$ cat config.mk
export PLATFORM = sky130hd
export DESIGN_NAME = flba_seg_table
export DESIGN_NICKNAME = d
export VERILOG_FILES = /design/src/rtl/assert_macros.svh /design/src/rtl/flba_pkg.sv /design/src/rtl/flba_seg_table.sv
export SDC_FILE = /design/constraint.sdc
export NUM_CORES = 2
export LEC_CHECK = 0
export BUFFER_PORTS_ARGS = -buffer_cell sky130_fd_sc_hd__buf_2
export CAP_MARGIN = 40
export CORE_MARGIN = 2
export CORE_UTILIZATION = 53
export DETAILED_ROUTE_END_ITERATION = 12
export GPL_TIMING_DRIVEN = 0
export HOLD_SLACK_MARGIN = 0.12
export PLACE_DENSITY = 0.68
export SLEW_MARGIN = 20
export SYNTH_ARGS = -nofsm -noshare
export SYNTH_HDL_FRONTEND = slang
export SYNTH_SLANG_ARGS = --single-unit
export TNS_END_PERCENT = 1
$ cat constraint.sdc
create_clock -name i_clk -period 9.1 [get_ports i_clk]
set_input_delay 0.455 -clock i_clk [delete_from_list [all_inputs] [get_ports i_clk]]
set_output_delay 0.455 -clock i_clk [all_outputs]
set_load 0.03 [all_outputs]
$ cat src/rtl/assert_macros.svh
// Assertion helpers shared by the RTL. Both sample on i_clk and are
// disabled while i_rst_n is low.
`ifndef ASSERT_MACROS_SVH
`define ASSERT_MACROS_SVH

// Consequent must hold in the same cycle as the antecedent.
`define ASSERT_AT(label, ante, cons) \
    label: assert property (@(posedge i_clk) disable iff (!i_rst_n) (ante) |-> (cons)) \
        else $error("assertion failed");

// Consequent must hold in the cycle after the antecedent.
`define ASSERT_NEXT(label, ante, cons) \
    label: assert property (@(posedge i_clk) disable iff (!i_rst_n) (ante) |=> (cons)) \
        else $error("assertion failed");

`endif

$ cat src/rtl/flba_pkg.sv
package flba_pkg;

    localparam int FIELD_W = 16;
    localparam int STORE_W = 17;

    localparam logic [1:0] ST_OK     = 2'd0;
    localparam logic [1:0] ST_NO_FIT = 2'd1;
    localparam logic [1:0] ST_FULL   = 2'd2;

    localparam logic OP_ALLOC = 1'b0;
    localparam logic OP_FREE  = 1'b1;

    typedef enum logic [3:0] {
        S_IDLE,
        S_SCAN,
        S_ALLOC_DEC,
        S_FREE_JOIN,
        S_FREE_DEC,
        S_MOVE,
        S_INS,
        S_DONE
    } t_state;

endpackage

$ cat src/rtl/flba_seg_table.sv
module flba_seg_table import flba_pkg::*; #(
    parameter int DEPTH = 64,
    parameter int IW = 6,
    parameter int EW = 36,
    parameter logic [EW-1:0] INIT_ENTRY = '0
) (
    input  logic          i_clk,
    input  logic          i_rst_n,
    input  logic [IW-1:0] i_rd_addr,
    input  logic          i_wr_en,
    input  logic [IW-1:0] i_wr_addr,
    input  logic [EW-1:0] i_wr_data,
    output logic [EW-1:0] o_rd_data
);

    logic [EW-1:0] mem [DEPTH];
    logic [EW-1:0] r_q;
    logic          r_e0_init;
    logic          r_q_init;

    always_ff @(posedge i_clk) begin
        if (i_wr_en) begin
            mem[i_wr_addr] <= i_wr_data;
        end
        r_q <= mem[i_rd_addr];
    end

    // Entry zero reads as its reset value until it is first written.
    always_ff @(posedge i_clk) begin
        if (!i_rst_n) begin
            r_e0_init <= 1'b1;
            r_q_init  <= 1'b0;
        end else begin
            if (i_wr_en && i_wr_addr == '0) begin
                r_e0_init <= 1'b0;
            end
            r_q_init <= (i_rd_addr == '0) && r_e0_init;
        end
    end

    assign o_rd_data = r_q_init ? INIT_ENTRY : r_q;

endmodule

; ---- After elaboration in Yosys (flattened, before gate mapping)
; Memories as Yosys holds them, arrays and structs flattened. A register that Yosys moved wholly into a read port is not among the register bits.
; Cells that the tools add are included.
[word_totals]
inputBits = 51
rom_bits = 0
wordCells = 10
n_memories = 1
out_inout_bits = 36
latch_bits = 0
ram_bits = 2304
register_bits = 2
[mem_list]
columns = name, depth, width, read_ports, rd_clocked_by_memory_dff, write_ports, line
row1 = mem, 64, 36, 1, 1, 1, flba_seg_table.sv:16  ; logic [EW-1:0] mem [DEPTH];
[classes]
shifts = 0
magnitude_cmp = 0
bitwise = 0
addsub = 0
n_reduce_logical = 4
muxes = 3
mul = 0
n_div = 0
eq_ne = 0
[ops]
columns = cell, count
row1 = $mux 36, 1
row2 = $logic_not 6->1, 2
row3 = $logic_and 1x1->1, 2
row4 = $mux 1, 2

; ---- Longest topological paths before layout
[logic_depth]
word_depth = 2
ltp_mapped = 11
depth_no_buf = 5

; ---- Least setup slack after synthesis
; OpenSTA, ideal clock, no wires.
[synth_path]
kind = input to register
start = input i_wr_addr[3]
end = memory mem[48][0], enable pin
path_stages = 4
setup_ns = 0.474
required_time_ns = 8.626
path_buffers = 1
arrival_time_ns = 3.448
slack_ns = 5.178
cell_sequence = clkbuf_1 -> nor2b_1 -> nand4b_1 -> nor3_1
[synth_rtl]
columns = element, line
row1 = from (decl), flba_seg_table.sv:11  ; input logic [IW-1:0] i_wr_addr,
row2 = to (decl), flba_seg_table.sv:16
; Straight into the memory's write port.

==> impl_metrics.toml <==
[worst_setup_path]
cpPeakStageDelay_ns = 0.68
path_class = "in -> reg"
crit_fanout = 10
cp-end-kind = "flip-flop"
cpMostUsedCell = "buf_2"
critPathArrivalTime_ns = 4.41
cp-start-kind = "input port"
crit_buf_inv = 4
cp.required_ns = 9.82
critPathTopFamily = "buffers and inverters"
slowest_stage = "clkbuf_1"
path_cells = "buf_2 > buf_2 > buf_2 > clkbuf_1 > mux4_2 > mux2i_1 > o221ai_1 > a31oi_1 > a21oi_1"

[clocking]
ctsResizeCount = 0
ctsLongestPathBuffers = 3
htree_levels = 4
hold_buffers = 19
clkSlewWorstSetupHoldPaths_ns = 0.06
cts_tree = "built"
insertion_delay_ns = 0.88
cts_buffers = 219
cts_sinks = 2342
root_buffer = "clkbuf_16"
post_cts_buffers = 0

[power_and_ir_drop]
swShare_pct = 22.2
p_int_uw = 17400
power_frac_clock_pct = 39.9
peakVddDrop_mv = 0.203
comb_power_share_pct = 6.6
p_leak_uw = 0.0336
power_density_nw_per_um2 = 214
p_switching_uw = 4970
power_frac_seq_pct = 53.5

[synth]
yosysWarnings = 0
synthCells = 4092
syn_area_per_cell_um2 = 21.9
ys_seq_area_share_pct = 78.1
synth_xor_area_share_pct = 0
netlist-cell-type-count = 57
synthMuxAreaShare_pct = 15.9
synth-compound-area-share_pct = 2.18
synth_simple_gate_area_share_pct = 2.48
synth.ff_latch_count = 2342
synth-main-ff-cell = "edfxtp_1"
yosys.area_share.adder_pct = 0
synth_edf_count = 2304
synth_top_family_by_area = "multiplexers"
async_flop_share_pct = 0
netlist_area_um2 = 89600
syn_nets = 4143

[grt]
antenna_found_initial = 23
grt_start_max_net_pins = 65
grt_pass1_vias = 46600
grtUsageTotal_pct = 33.5
grt_pass1_wl_um = 389000
grt_overflow = 0

[sta]
rsz0062_at_grt = "false"
fin_skew_ns = 0.0349
hold_ws_ns = 0.156
setup_violations = 0
hold_violations = 0
setup_slack_ns = 5.41
tightest_slew_ns = 0.941
slew_headroom_pct = 37.1
period_needed_ns = 3.69
max_freq_mhz = 271
finalSetupTns_ns = 0
slew_viol_final = 0
finalCritPeriodShare_pct = 40.6

[cells_and_area]
area_growth_pct = 16.9
drive_gt1_share_pct = 29.0
final_cell_mix = "2304 x edfxtp_1, 536 x mux4_2, 225 x clkbuf_16"
final_common_cell = "edfxtp_1"
fin_nets = 4701

[floorplan]
core-area_um2 = 168000
start_util_pct = 53.4
fp.dieW_um = 415
die_y_um = 415
io_pins = 87
die_area_um2 = 172000
rows = 150

[placement]
numPortBuffers = 77
post-dp-hpwl_um = 197000
pre_cts_ws_ns = 4.52
gp_congestion = 0.918

[routing]
initialDrtViolationCount = 9464
vias_per_cell = 6.98
routed_wl_um = 290000
dr.pass1.iters = 8
ant_nets = 0
wl_per_cell_um = 41.1
vias = 49200
drc_errors = 0

[run]
maxCapViolations = 0

[status]
status = "finished, final reports clean"

[worst_hold_path]
hold_class = "in -> reg"
==> routing by layer <==
layer / vias up / GRT usage [%] / share of wire, %
met3: 881 / 9.76 / 15
li1: 18300 / - / -
met4: 36 / 17.1 / 6.0
met1: 25700 / 45.3 / 34
met5: - / 0 / 0.099
met2: 4292 / 50.0 / 45
==> stage by stage <==
step           cells  util (%)  instance area (um^2)  total power [uW]
6_report        7053      62.5                105000             22400
5_1_grt         7042      62.5                105000             22800
4_1_cts         7022      62.3                104000             22300
3_5_place_dp    6595      58.1                 97400             13600
3_3_place_gp    6373      55.3                 92700             13500
2_1_floorplan   4092         -                 89600             12900
==> cell usage after synthesis (all sizes together) (24+ instances only) <==
library cell / instances / area, um^2
edfxtp: 2304 / 69200
and3: 33 / 206
mux2i: 162 / 1620
buf: 134 / 838
o21ai: 57 / 285
nand3: 75 / 375
dfxtp: 38 / 761
nor2: 109 / 412
a22oi: 46 / 345
o221ai: 24 / 210
mux2: 49 / 552
mux4: 536 / 12100
clkbuf: 93 / 349
nand2: 191 / 717
nor2b: 45 / 282
a21oi: 43 / 215
==> logic make-up (layout without fill, tap and decap cells) <==
family                 after synthesis  count (layout)
buffers and inverters              232             977
other                                0              12
AND/OR/NAND/NOR                    489             489
AO/OA/AOI/OAI                      282             282
flip-flops                        2342            2342
multiplexers                       747             747
==> worst register-to-register path, delay by kind of cell (launching register included) <==
kind	cells	cell delay (ns)
flops	1	0.38
simple gates	1	0.39
mux	2	1.01
compound gates	1	0.68
==> path summary, 6_finish.rpt <==
| path | slack (ns) | start | end | cells past startpoint |
|---|---|---|---|---|
| setup reg to reg | 6.43 | mem[48][6] | r_q[6] | 4 |
| hold reg to reg | 0.49 | r_e0_init | r_e0_init | 2 |
| setup / recovery | 5.41 | i_rd_addr[1] | r_q[10] | 9 |
| hold / removal | 0.16 | i_wr_data[20] | mem[25][20] | 1 |
==> layout make-up <==
type | instances | area (um^2)
Antenna cell | 12 | 30.0
Buffer | 227 | 1210
Clock buffer | 303 | 6030
Clock inverter | 105 | 833
Fill cell | 11000 | 62900
Inverter | 5 | 18.8
Multi-Input combinational cell | 1518 | 18900
Sequential cell | 2342 | 69900
Tap cell | 2204 | 2760
Timing Repair Buffer | 337 | 4990
==> power by group through the flow <==
| stage | Sequential [uW] | Clock (uW) | Combinational, uW |
|---|---|---|---|
| 4_1_cts | 12000 | 8900 | 1420 |
| 2_1_floorplan | 12200 | 0 | 668 |
| 3_5_place_dp | 12200 | 0 | 1410 |
| 6_report | 12000 | 8930 | 1480 |
| 3_3_place_gp | 12200 | 0 | 1300 |
| 5_1_grt | 12000 | 9310 | 1490 |
==> registers in the layout, summed over array words and instances (netlist names) <==
| name | flops |
|---|---|
| r_q | 36 |
| r_e0_init | 1 |
| r_q_init | 1 |
| mem | 2304 |
No activity file was read; power rests on OpenSTA's default activity.
